[src/hdl/mmrb_pkg.sv]
// shared types and constants for the memory map region builder
`default_nettype none
package mmrb_pkg;

  // firmware type code of free usable memory
  localparam logic [31:0] TYPE_FREE = 32'd1;
  // reset value of the free-space floor register
  localparam logic [31:0] FLOOR_RESET = 32'h0080_0000;
  // register index decoded from paddr[2]
  localparam logic REG_IDX_FLOOR = 1'b0;

  // one incoming memory-map entry
  typedef struct packed {
    logic        start_of_map;
    logic [63:0] entry_base;
    logic [63:0] entry_length;
    logic [31:0] entry_type;
  } entry_t;

  // one emitted region
  typedef struct packed {
    logic [31:0] region_base;
    logic [31:0] region_size;
    logic        region_reserved;
    logic [5:0]  region_number;
    logic        table_full;
    logic        last_of_run;
  } region_t;

  // classified entry handed from front to back
  typedef struct packed {
    logic        is_region;
    logic        start;
    logic [31:0] b32;
    logic [31:0] first_base;
    logic [31:0] first_size;
    logic [31:0] free_base;
    logic [31:0] free_size;
  } cmd_t;

  // back end phase within one entry
  typedef enum logic {
    PH_HEAD,
    PH_FREE
  } phase_t;

endpackage
`default_nettype wire

[src/hdl/mmrb_fifo.sv]
// small register fifo used between the stages
`default_nettype none
module mmrb_fifo #(
  parameter int WIDTH = 8,
  parameter int DEPTH = 2
) (
  input  wire logic             clk,
  input  wire logic             rst,
  input  wire logic             push,
  output logic                  full,
  input  wire logic [WIDTH-1:0] wdata,
  input  wire logic             pop,
  output logic                  empty,
  output logic [WIDTH-1:0]      rdata
);

  localparam int PW = (DEPTH > 1) ? $clog2(DEPTH) : 1;
  localparam int CW = $clog2(DEPTH + 1);

  logic [WIDTH-1:0] mem [DEPTH];
  logic [PW-1:0]    wr_ptr;
  logic [PW-1:0]    rd_ptr;
  logic [CW-1:0]    count;
  logic             do_push;
  logic             do_pop;

  assign full    = (count == CW'(DEPTH));
  assign empty   = (count == '0);
  assign do_push = push && !full;
  assign do_pop  = pop && !empty;
  assign rdata   = mem[rd_ptr];

  // storage
  always_ff @(posedge clk) begin
    if (do_push) begin
      mem[wr_ptr] <= wdata;
    end
  end

  // pointers and fill count
  always_ff @(posedge clk) begin
    if (rst) begin
      wr_ptr <= '0;
      rd_ptr <= '0;
      count  <= '0;
    end else begin
      if (do_push) begin
        wr_ptr <= (wr_ptr == PW'(DEPTH - 1)) ? '0 : PW'(wr_ptr + PW'(1));
      end
      if (do_pop) begin
        rd_ptr <= (rd_ptr == PW'(DEPTH - 1)) ? '0 : PW'(rd_ptr + PW'(1));
      end
      if (do_push && !do_pop) begin
        count <= CW'(count + CW'(1));
      end else if (do_pop && !do_push) begin
        count <= CW'(count - CW'(1));
      end
    end
  end

endmodule
`default_nettype wire

[src/hdl/mmrb_front.sv]
// front end: accepts entries, filters them and precomputes free regions
`default_nettype none
module mmrb_front #(
  parameter int PAGE_BYTES = 4096
) (
  input  wire logic           clk,
  input  wire logic           rst,
  input  wire logic [31:0]    floor_addr,
  input  wire mmrb_pkg::entry_t item,
  input  wire logic           push,
  output logic                full,
  output mmrb_pkg::cmd_t      cmd,
  output logic                cmd_push,
  input  wire logic           cmd_full
);
  import mmrb_pkg::*;

  localparam logic [31:0] PMASK = 32'(PAGE_BYTES - 1);
  localparam logic [31:0] PAGE  = 32'(PAGE_BYTES);

  logic        past_limit;
  logic        limit_eff;
  logic        accept;
  logic        base_high;
  logic [64:0] entry_end;
  logic        clip;
  logic [31:0] b32;
  logic [31:0] l32;
  logic [31:0] fit;
  logic [31:0] first_max;
  logic [31:0] first_base;
  logic [31:0] first_span;
  logic [31:0] free_base;
  logic        keep;

  // bytes of whole pages left of s bytes at b once b is aligned up
  function automatic logic [31:0] fit_pages(input logic [31:0] b, input logic [31:0] s);
    logic [31:0] loss;
    loss = (~b + 32'd1) & PMASK;
    if (s < PAGE) begin
      fit_pages = '0;
    end else begin
      fit_pages = (s - loss) & ~PMASK;
    end
  endfunction

  assign full      = cmd_full;
  assign accept    = push && !cmd_full;
  assign limit_eff = item.start_of_map ? 1'b0 : past_limit;
  assign base_high = (item.entry_base[63:32] != '0);
  assign b32       = item.entry_base[31:0];
  assign l32       = item.entry_length[31:0];

  // exact entry end and clipping at 4 GiB
  assign entry_end = {1'b0, item.entry_base} + {1'b0, item.entry_length};
  assign clip      = (entry_end[64:32] != '0);

  // filter
  assign fit  = fit_pages(b32, l32);
  assign keep = !limit_eff && !base_high && (item.entry_type == TYPE_FREE) &&
                !(entry_end < {33'd0, floor_addr}) && !(fit < PAGE);

  // first region of a map
  assign first_max  = (b32 > floor_addr) ? b32 : floor_addr;
  assign first_base = (first_max + PMASK) & ~PMASK;
  assign first_span = b32 + l32 - first_base;

  // free region of a later entry
  assign free_base = (b32 + PMASK) & ~PMASK;

  // command to the back end
  always_comb begin
    cmd.is_region  = keep;
    cmd.start      = item.start_of_map;
    cmd.b32        = b32;
    cmd.first_base = first_base;
    cmd.first_size = (first_span < PAGE) ? '0 : (first_span & ~PMASK);
    cmd.free_base  = free_base;
    cmd.free_size  = clip ? (~free_base + 32'd1) : fit;
  end

  assign cmd_push = accept && (keep || item.start_of_map);

  // stop flag for bases at or above 4 GiB
  always_ff @(posedge clk) begin
    if (rst) begin
      past_limit <= 1'b0;
    end else if (accept) begin
      past_limit <= limit_eff || base_high;
    end
  end

endmodule
`default_nettype wire

[src/hdl/mmrb_back.sv]
// back end: counts table regions, emits one per cycle unless stalled
`default_nettype none
module mmrb_back #(
  parameter int MAX_REGIONS = 64
) (
  input  wire logic           clk,
  input  wire logic           rst,
  input  wire mmrb_pkg::cmd_t cmd,
  input  wire logic           cmd_valid,
  output logic                cmd_pop,
  output mmrb_pkg::region_t   result,
  output logic                out_push,
  input  wire logic           out_full
);
  import mmrb_pkg::*;

  localparam int RW = $clog2(MAX_REGIONS + 1);

  phase_t        phase;
  phase_t        phase_next;
  logic [RW-1:0] regions_written;
  logic [RW-1:0] regions_written_next;
  logic [31:0]   previous_region_end;
  logic [31:0]   previous_region_end_next;
  logic [RW-1:0] rw_eff;
  logic [31:0]   pe_eff;
  logic          step;
  logic          table_full;
  logic          is_gap;

  assign step       = cmd_valid && !out_full;
  assign rw_eff     = (phase == PH_HEAD && cmd.start) ? '0 : regions_written;
  assign pe_eff     = (phase == PH_HEAD && cmd.start) ? '0 : previous_region_end;
  assign table_full = (rw_eff >= RW'(MAX_REGIONS));
  assign is_gap     = (phase == PH_HEAD) && (rw_eff != '0);

  // next phase
  always_comb begin
    phase_next = phase;
    unique case (phase)
      PH_HEAD: begin
        if (step && cmd.is_region && rw_eff != '0) begin
          phase_next = PH_FREE;
        end
      end
      PH_FREE: begin
        if (step) begin
          phase_next = PH_HEAD;
        end
      end
      default: phase_next = PH_HEAD;
    endcase
  end

  // result and queue control
  always_comb begin
    out_push               = 1'b0;
    cmd_pop                = 1'b0;
    result.region_base     = cmd.free_base;
    result.region_size     = cmd.free_size;
    result.region_reserved = 1'b0;
    result.region_number   = 6'(rw_eff);
    result.table_full      = table_full;
    result.last_of_run     = 1'b1;
    unique case (phase)
      PH_HEAD: begin
        if (step) begin
          if (!cmd.is_region) begin
            cmd_pop = 1'b1;
          end else if (rw_eff == '0) begin
            out_push = 1'b1;
            cmd_pop  = 1'b1;
          end else begin
            out_push = 1'b1;
          end
        end
        if (rw_eff == '0) begin
          result.region_base = cmd.first_base;
          result.region_size = cmd.first_size;
        end else begin
          result.region_base     = pe_eff;
          result.region_size     = cmd.b32 - pe_eff;
          result.region_reserved = 1'b1;
          result.last_of_run     = 1'b0;
        end
      end
      PH_FREE: begin
        if (step) begin
          out_push = 1'b1;
          cmd_pop  = 1'b1;
        end
      end
      default: begin
        out_push = 1'b0;
        cmd_pop  = 1'b0;
      end
    endcase
  end

  // table count and end of last stored region
  always_comb begin
    regions_written_next     = regions_written;
    previous_region_end_next = previous_region_end;
    if (step) begin
      regions_written_next     = rw_eff;
      previous_region_end_next = pe_eff;
      if (out_push && !table_full) begin
        regions_written_next     = RW'(rw_eff + RW'(1));
        previous_region_end_next = is_gap ? cmd.b32 :
                                   (result.region_base + result.region_size);
      end
    end
  end

  always_ff @(posedge clk) begin
    if (rst) begin
      phase               <= PH_HEAD;
      regions_written     <= '0;
      previous_region_end <= '0;
    end else begin
      phase               <= phase_next;
      regions_written     <= regions_written_next;
      previous_region_end <= previous_region_end_next;
    end
  end

  // the count never passes the table size
  a_count_bound: assert property (@(posedge clk) disable iff (rst)
    regions_written <= RW'(MAX_REGIONS))
    else $error("region count above table size");

  // the second half of an entry keeps its command at the queue head
  a_free_has_cmd: assert property (@(posedge clk) disable iff (rst)
    phase == PH_FREE |-> cmd_valid)
    else $error("free phase without a command");

  // the last region of a run retires its command
  a_last_pops: assert property (@(posedge clk) disable iff (rst)
    out_push && result.last_of_run |-> cmd_pop)
    else $error("last region without command pop");

  // a region command is never dropped without output
  a_region_emits: assert property (@(posedge clk) disable iff (rst)
    cmd_pop && cmd.is_region |-> out_push)
    else $error("region command retired silently");

endmodule
`default_nettype wire

[src/hdl/memory_map_region_builder_top.sv]
// top level of the memory map region builder
// Memory-map entries are pushed one per cycle while the command queue is not
// full into a front end that filters them and precomputes the aligned free
// region; a four-deep command queue feeds a back end that keeps the region
// table count and emits one region per cycle, while the result queue is not
// full, into a two-deep result queue. A first kept map entry yields one region,
// each later one two (gap region, then free region), and the back end takes
// the next entry only once both regions of the last are written. Skipped entries
// reach the back end only if they open a new map. Each region is registered
// in both queues before it appears. The free-space floor resets to 0x0080_0000.
`default_nettype none
module memory_map_region_builder_top #(
  parameter int MAX_REGIONS = 64,
  parameter int PAGE_BYTES  = 4096
) (
  input  wire logic              clk,
  input  wire logic              rst,
  input  wire mmrb_pkg::entry_t  item,
  input  wire logic              push,
  output logic                   full,
  output mmrb_pkg::region_t      region,
  output logic                   empty,
  input  wire logic              pop,
  input  wire logic              psel,
  input  wire logic              penable,
  input  wire logic              pwrite,
  input  wire logic [2:0]        paddr,
  input  wire logic [31:0]       pwdata,
  output logic [31:0]            prdata,
  output logic                   pready
);
  import mmrb_pkg::*;

  localparam int CMD_W = $bits(cmd_t);
  localparam int RES_W = $bits(region_t);

  logic [31:0]      free_space_floor;
  cmd_t             front_cmd;
  logic             front_cmd_push;
  logic             cmd_full;
  logic [CMD_W-1:0] cmd_bits;
  cmd_t             head_cmd;
  logic             cmd_empty;
  logic             cmd_pop;
  region_t          back_result;
  logic             out_push;
  logic             out_full;
  logic [RES_W-1:0] out_bits;

  // configuration register
  assign pready = 1'b1;
  always_ff @(posedge clk) begin
    if (rst) begin
      free_space_floor <= FLOOR_RESET;
    end else if (psel && penable && pwrite && paddr[2] == REG_IDX_FLOOR) begin
      free_space_floor <= pwdata;
    end
  end
  assign prdata = (paddr[2] == REG_IDX_FLOOR) ? free_space_floor : '0;

  // entry filter
  mmrb_front #(
    .PAGE_BYTES(PAGE_BYTES)
  ) u_front (
    .clk       (clk),
    .rst       (rst),
    .floor_addr(free_space_floor),
    .item      (item),
    .push      (push),
    .full      (full),
    .cmd       (front_cmd),
    .cmd_push  (front_cmd_push),
    .cmd_full  (cmd_full)
  );

  // command queue
  mmrb_fifo #(
    .WIDTH(CMD_W),
    .DEPTH(4)
  ) u_cmd_q (
    .clk  (clk),
    .rst  (rst),
    .push (front_cmd_push),
    .full (cmd_full),
    .wdata(CMD_W'(front_cmd)),
    .pop  (cmd_pop),
    .empty(cmd_empty),
    .rdata(cmd_bits)
  );
  assign head_cmd = cmd_t'(cmd_bits);

  // region emitter
  mmrb_back #(
    .MAX_REGIONS(MAX_REGIONS)
  ) u_back (
    .clk      (clk),
    .rst      (rst),
    .cmd      (head_cmd),
    .cmd_valid(!cmd_empty),
    .cmd_pop  (cmd_pop),
    .result   (back_result),
    .out_push (out_push),
    .out_full (out_full)
  );

  // result queue
  mmrb_fifo #(
    .WIDTH(RES_W),
    .DEPTH(2)
  ) u_res_q (
    .clk  (clk),
    .rst  (rst),
    .push (out_push),
    .full (out_full),
    .wdata(RES_W'(back_result)),
    .pop  (pop),
    .empty(empty),
    .rdata(out_bits)
  );
  assign region = region_t'(out_bits);

endmodule
`default_nettype wire
[config.mk]
export PLATFORM = sky130hd
export DESIGN_NAME = memory_map_region_builder_top
export DESIGN_NICKNAME = d
export VERILOG_FILES = /design/src/hdl/mmrb_pkg.sv /design/src/hdl/mmrb_fifo.sv /design/src/hdl/mmrb_front.sv /design/src/hdl/mmrb_back.sv /design/src/hdl/memory_map_region_builder_top.sv
export SDC_FILE = /design/constraint.sdc
export NUM_CORES = 1
export LEC_CHECK = 0
export BUFFER_PORTS_ARGS = -buffer_cell sky130_fd_sc_hd__clkbuf_2
export CORE_MARGIN = 1
export CORE_UTILIZATION = 45
export CTS_CLUSTER_SIZE = 40
export DETAILED_ROUTE_END_ITERATION = 12
export SLEW_MARGIN = 10
export SYNTH_ARGS = -nofsm -noshare
export SYNTH_HDL_FRONTEND = slang
export SYNTH_SLANG_ARGS = --single-unit
[constraint.sdc]
create_clock -name clk -period 11.88 [get_ports clk]
set_clock_uncertainty 0.05 [all_clocks]
set_input_delay 1.782 -clock clk [delete_from_list [all_inputs] [get_ports clk]]
set_output_delay 1.782 -clock clk [all_outputs]
set_load 0.01 [all_outputs]
==> impl_metrics.tcl, run 1 <==
set metrics [dict create \
    grt_pass1_wl_um 169000 \
    floorplan.initialDensity 0.456 \
    die-area_um2 89600 \
    path_clk_slew_ns 0.06 \
    required_ns 12.06 \
    power_switching_share 0.369 \
    setup_tns_ns 0 \
    pwr-share-clk 0.241 \
    pwr-share-comb 0.419 \
    final_nets 4236 \
    cts_buffers 74 \
    vias 28700 \
    cp-end-kind "register" \
    wirelength_um 113000 \
    post_synth_num_cell_types 98 \
    cts_setup_buffers 0 \
    timing.final.crit_share 0.752 \
    timing_worst_setup_path_type "in2reg" \
    clock_latency_ns 0.64 \
    cts_resized 0 \
    synth_area_per_cell_um2 11.4 \
    p_int_mw 5.94 \
    hold_buffers 0 \
    clkSinkCount 689 \
    drive_above_1_share 0.187 \
    clockBufferDepth 3 \
    power.density_nw_per_um2 210 \
    cts_root_buffer "clkbuf_16" \
    drt_iter0_drc 2277 \
    final_hold_viol_count 0 \
    cts_max_level 3 \
    hpwl_um 85100 \
    hold_path_class "reg2reg" \
    seq_power_share 0.339 \
    ios 311 \
    status "finished, final reports clean" \
    synthToLayoutAreaGrowth_pct 12.9 \
    synth_cells 3482 \
    rsz0062_at_grt "no" \
    netlist_area_um2 39800 \
    cp.arrival_ns 9.11 \
    synth_edf_count 602 \
    switchingPower_mw 3.48 \
    slew_violations 0 \
    synthArstFlopShare 0 \
    post-route-min-period_ns 8.93 \
    final_util 0.515 \
    track_usage 0.248 \
    setup_viol_count_final 0 \
    max_freq_ghz 0.112 \
    synth_top_flop_cell "edfxtp_1" \
    wl_per_cell_um 22.7 \
    die_w_um 299 \
    ir_drop_mv 0.150 \
    crit_path_frequent_cell "a21o_1" \
    die_height_um 299 \
    critPathSlowestCell "nor4b_2" \
    vias_per_cell 5.78 \
    rows 108 \
    start_kind "primary input" \
    core_um2 87200 \
    ys_ff_latch 689 \
    syn_nets 3960 \
    slew_headroom 0.367 \
    cts_tree "built" \
    crit_path_max_incr_delay_ns 0.69 \
    portBuffers 307 \
    grt_start_max_net_pins 60 \
    drtAntennaViolNets 0 \
    grt_pass1_vias 27800 \
    grt_antenna_before_repair 4 \
    drc 0 \
    cap_viol_max_count 0 \
    cp_max_fo 59 \
    drtPass1Iterations 7 \
    overflow 0 \
    yosys_warnings 0 \
    power.leakage_nw 16.5 \
    worst_slew_pin_slew_ns 0.940 \
    synth-seq-area-share 0.498 \
    place_congestion 0.937 \
]
[power by group through the flow]
stage / Clock (mW) / Combinational [mW] / Sequential (mW)
floorplan: 0 / 2.78 / 3.20
global placement: 0 / 3.92 / 3.24
detailed placement: 0 / 3.93 / 3.25
CTS: 2.32 / 3.97 / 3.20
global route: 2.41 / 4.35 / 3.23
finish: 2.27 / 3.95 / 3.20
[metal layers]
metal | routed length (µm) | vias up | track usage
li1 | - | 13600 | -
met1 | 51600 | 14100 | 0.355
met2 | 52000 | 873 | 0.396
met3 | 6350 | 150 | 0.0325
met4 | 2700 | 2 | 0.0703
met5 | 9 | - | 0
[cell usage after synthesis (all sizes together) (5+ instances only)]
cell | count | share of area
a2111oi | 13 | 0.0032
a211o | 6 | 0.0013
a211oi | 39 | 0.0076
a21boi | 6 | 0.0011
a21o | 81 | 0.015
a21oi | 273 | 0.035
a31oi | 32 | 0.0054
and2 | 22 | 0.0035
and3 | 24 | 0.0038
buf | 31 | 0.0043
clkbuf | 112 | 0.011
dfxtp | 87 | 0.044
edfxtp | 602 | 0.45
fa | 23 | 0.012
ha | 252 | 0.079
inv | 208 | 0.020
mux2 | 87 | 0.025
mux2i | 15 | 0.0038
mux4 | 114 | 0.065
nand2 | 290 | 0.027
nand2b | 25 | 0.0039
nand3 | 63 | 0.0079
nand3b | 6 | 0.0011
nand4 | 65 | 0.010
nor2 | 305 | 0.029
nor2b | 28 | 0.0044
nor3 | 71 | 0.0092
nor3b | 9 | 0.0020
nor4 | 37 | 0.0061
o2111ai | 7 | 0.0015
o211ai | 21 | 0.0042
o21a | 46 | 0.0087
o21ai | 136 | 0.017
o21bai | 21 | 0.0040
o221ai | 7 | 0.0017
o22ai | 5 | 0.00079
o311ai | 6 | 0.0015
o31a | 8 | 0.0018
o31ai | 13 | 0.0029
or2 | 16 | 0.0025
or3 | 18 | 0.0031
or4 | 9 | 0.0018
xnor2 | 129 | 0.028
xor2 | 58 | 0.013
[worst max-delay path: cells and delay by family]
family,cells,cell delay [ns]
and+or+nand+nor,6,1.53
buffers and inverters,3,0.83
AOI/OAI and AO/OA,18,4.19
xor gates and xnor gates,1,0.13
adders and majority gates,2,0.50
[logic make-up after synthesis]
| kind of cell | count (synthesis) | synth area share |
|---|---|---|
| simple gates | 1001 | 0.119 |
| compound gates | 760 | 0.122 |
| flops | 689 | 0.498 |
| buf+inv | 352 | 0.0346 |
| fa+ha+maj | 275 | 0.0908 |
| mux | 216 | 0.0929 |
| xor+xnor | 188 | 0.0417 |
| other cells | 1 | 0.0000943 |
[sequential cells by signal (all words and copies together), names as in the netlist, named ones only]
register                    cells
u_cmd_q.mem                   456
u_res_q.mem                   146
free_space_floor               32
u_back.previous_region_end     32
u_back.regions_written          7
u_cmd_q.count                   3
u_cmd_q.rd_ptr                  2
u_cmd_q.wr_ptr                  2
u_res_q.count                   2
u_back.phase                    1
u_front.past_limit              1
u_res_q.rd_ptr                  1
u_res_q.wr_ptr                  1
[final timing paths]
path | from | endpoint | slack [ns] | cells after the start
worst max-delay path | item[97] | u_cmd_q.mem[2][111]$_DFFE_PP_ | 2.95 | 30
worst min-delay path | free_space_floor[31]$_SDFFE_PP0P_ | free_space_floor[31]$_SDFFE_PP0P_ | 0.40 | 2
worst max register to register | register | u_back.previous_region_end[30]$_SDFFE_PP0P_ | 3.73 | 28
worst min register to register | free_space_floor[31]$_SDFFE_PP0P_ | free_space_floor[31]$_SDFFE_PP0P_ | 0.40 | 2
[cells in the final DEF, fill, tap and decap left out, types with 23 or more instances in the layout]
master       n
xor2_1      58
edfxtp_1   602
a211oi_1    37
xnor2_1    129
mux2_2      86
a31oi_1     31
nor2b_1     28
buf_4       36
nor2_1     302
nand2_1    290
nor3_1      69
nor4_1      34
and3_1      23
a21oi_1    269
nand2b_1    24
o21ai_0    120
o21a_1      46
nand4_1     64
inv_1      207
clkbuf_16   74
ha_1       252
fa_1        23
mux4_2     114
a21o_1      81
dfxtp_1     83
clkbuf_2   306
nand3_1     63
[layout make-up]
class | count | area [µm²]
diodes | 2 | 5.00
clock buffers | 90 | 1910
clock inverters | 43 | 497
fillers | 7815 | 42300
inverters | 209 | 785
multi-input cells | 2441 | 18600
flip-flops and latches | 689 | 19800
well taps | 1155 | 1450
repair buffers | 343 | 1810
[per-stage QoR]
step	std cells	total power, mW	worst slack [ns]	hold WS (ns)	area (µm²)
after floorplan	3482	5.98	2.94	0.386	39800
after global placement	4837	7.16	2.31	0.394	42500
after detailed placement	4837	7.18	2.36	0.397	42500
after CTS	4970	9.49	2.99	0.404	44900
after global routing	4972	9.99	2.29	0.426	44900
final	4972	9.43	2.95	0.404	44900
(Power assumes the default switching activity.)
==> inputs of run 2 (changes only) <==
ABC_AREA = 1   (was default)
clock period = 9.3 ns   (was 11.88 ns; I/O delays follow)
==> run 2 against run 1 <==
  * Critical path depth up 2
  * Worst hold slack better by 0.011 ns
  * Routed wire length up 32%
==> impl_metrics.tcl, run 2 <==
set metrics [dict create \
    status "finished, final reports clean" \
    syn_nets 5706 \
    cts_setup_buffers 0 \
    grt_pass1_vias 35500 \
    power_switching_share 0.437 \
    path_buf_inv 7 \
    hold_buffers 0 \
    slew_headroom 0.263 \
    cts_tree "built" \
    setup_viol_count_final 0 \
    p_int_mw 7.91 \
    place_ws_ns 1.13 \
    ios 311 \
    synth_area_per_cell_um2 8.39 \
    synthXorXnorAreaFrac 0.0288 \
    cp_max_fo 32 \
    post-route-min-period_ns 7.60 \
    critPathSlowestCell "nand2_2" \
    ys_ff_latch 689 \
    setup.worst_path.start "item[103]" \
    clock_latency_ns 0.63 \
    regMostFlops "u_cmd_q.mem" \
    vias 37600 \
    timing.final.crit_share 0.818 \
    rsz0062_at_grt "no" \
    drt_iter0_drc 3208 \
    seq_power_share 0.300 \
    synth.most_common_cell "nand2_1" \
    synth_commonest_cells "nand2_1, inv_1, edfxtp_1, nor2_1, o21ai_0" \
    dp.cells 6703 \
    most-common-layout-cells "nand2_1, inv_1, edfxtp_1" \
    grt_pass1_wl_um 218000 \
    synth.area.top_cells "edfxtp_1, nand2_1, ha_1" \
    overflow 0 \
    total_power_mw 14.0 \
    power.density_nw_per_um2 285 \
    crit_path_max_incr_delay_ns 0.66 \
    die-area_um2 98800 \
    die_w_um 314 \
    layout_commonest_cell "nand2_1" \
    setup_ws_ns 1.70 \
    hold_depth 2 \
    wirelength_um 148000 \
    cts_root_buffer "clkbuf_16" \
    post_synth_num_cell_types 70 \
    yosysTopAreaCell "edfxtp_1" \
    cts_buffers 70 \
    synth_cells 5228 \
    netlist_area_um2 43900 \
    top_regs "u_cmd_q.mem: 456 flops, u_res_q.mem: 146 flops" \
    ir_drop_mv 0.152 \
    reg2reg_to "u_back.previous_region_end[31]$_SDFFE_PP0P_" \
    final_hold_viol_count 0 \
    fin_cells 6836 \
    met3WireLength_um 9230 \
    portBuffers 307 \
    grt_start_max_net_pins 150 \
    m1WireLength_um 62800 \
    reg2reg_depth 34 \
    drive_above_1_share 0.129 \
    clockBufferDepth 3 \
    wl_per_cell_um 21.7 \
    floorplan.initialDensity 0.454 \
    hold_path_class "reg2reg" \
    synth_simple_gate_area_share 0.210 \
    synth_top_family_by_area "simple AND/OR/NAND/NOR gates" \
    path_clk_slew_ns 0.06 \
    clkSinkCount 689 \
    dr.max_layer_used "met5" \
    cts_resized 0 \
    cap_viol_max_count 0 \
    drtAntennaViolNets 0 \
    critPathTopFamily "simple AND/OR/NAND/NOR gates" \
    pwr-share-comb 0.496 \
    crit_path_frequent_cell "nand2_1" \
    fillers 9377 \
    power.leakage_nw 21.1 \
    drtPass1Iterations 6 \
    synth_top_cell_area_share 0.412 \
    postPlaceCellArea_um2 47000 \
    postLayoutCellArea_um2 49300 \
    synth-adder-area-share 0.0824 \
    pwr-share-clk 0.204 \
    cp-end-kind "register" \
    max_freq_ghz 0.132 \
    synth_edf_count 602 \
    hpwl_um 115000 \
    largest_register_ffs 456 \
    start_kind "primary input" \
    timing_worst_setup_path_type "in2reg" \
    worst_slew_pin_slew_ns 1.09 \
    core_um2 96600 \
    r2r_slack_ns 1.72 \
    synthToLayoutAreaGrowth_pct 12.5 \
    switchingPower_mw 6.13 \
    synthArstFlopShare 0 \
    met2_length_um 69300 \
    synth-seq-area-share 0.452 \
    final_nets 5977 \
    required_ns 9.59 \
    cp.arrival_ns 7.90 \
    vias_per_cell 5.50 \
    place_congestion 1.04 \
    track_usage 0.296 \
    slew_violations 0 \
    grt_antenna_before_repair 11 \
    hp-start "u_res_q.rd_ptr$_SDFFE_PP0P_" \
    synth_top_flop_cell "edfxtp_1" \
    die_height_um 314 \
    drc 0 \
    cts_max_level 3 \
    synth_compound_gate_area_share 0.133 \
    rows 114 \
    yosys_warnings 0 \
    synth.mux.area_fraction 0.0187 \
]
-- run 2: worst max path at each step --
stage | depth (start not counted) | to | slack, ns
after floorplan | 28 | u_cmd_q.mem[0][100]$_DFFE_PP_ | -0.32
after global placement | 32 | u_cmd_q.mem[0][83]$_DFFE_PP_ | 1.19
after detailed placement | 32 | u_cmd_q.mem[1][83]$_DFFE_PP_ | 1.13
after CTS | 34 | u_back.previous_region_end[31]$_SDFFE_PP0P_ | 1.65
after global routing | 35 | u_back.previous_region_end[31]$_SDFFE_PP0P_ | 1.03
final | 32 | u_cmd_q.mem[2][83]$_DFFE_PP_ | 1.70
-- run 2: cell families (layout without fill, tap and decap cells) --
family,Yosys count,count (layout)
buf+inv,861,1187
simple gates,2169,2169
xor+xnor,140,140
other cells,1,7
fa+ha+maj,275,275
flops,689,689
mux,73,73
compound gates,1020,1020
-- run 2: final cells by class --
type | instances | area (µm²) | share of cell area
inverters | 703 | 2650 | 0.0537
diodes | 6 | 15.0 | 0.000304
repair buffers | 357 | 2150 | 0.0436
clock inverters | 41 | 390 | 0.00791
multi-input cells | 3678 | 20800 | 0.421
clock buffers | 86 | 1930 | 0.0391
flip-flops and latches | 689 | 19800 | 0.402
well taps | 1276 | 1600 | 0.0324
-- run 2: worst reg2reg max path, delay by kind of cell, from the launching register on --
| kind | cells | cell delay, ns |
|---|---|---|
| flip-flops | 1 | 0.50 |
| buffers and inverters | 6 | 0.98 |
| AO/OA/AOI/OAI | 12 | 2.90 |
| adder cells (fa/ha/maj) | 3 | 0.96 |
| AND/OR/NAND/NOR | 13 | 2.05 |
-- run 2: metal layers --
| metal | vias to the layer above | GRT usage |
|---|---|---|
| li1 | 18300 | - |
| met1 | 17700 | 0.389 |
| met2 | 1275 | 0.489 |
| met3 | 291 | 0.0345 |
| met4 | 10 | 0.134 |
| met5 | - | 0 |
-- run 2: power by group through the flow --
stage / sequential (mW) / combinational (mW) / clock, mW
6_report: 4.21 / 6.96 / 2.87
5_1_grt: 4.25 / 7.63 / 3.02
4_1_cts: 4.22 / 6.90 / 2.91
3_5_place_dp: 4.28 / 6.86 / 0
3_3_place_gp: 4.26 / 6.81 / 0
2_1_floorplan: 4.25 / 4.62 / 0
-- run 2: per-stage QoR --
stage | utilization | hold slack, ns | setup TNS (ns)
2_1_floorplan | - | 0.395 | -144.80
3_3_place_gp | 0.487 | 0.401 | 0
3_5_place_dp | 0.487 | 0.409 | 0
4_1_cts | 0.511 | 0.418 | 0
5_1_grt | 0.511 | 0.452 | 0
6_report | 0.511 | 0.415 | 0
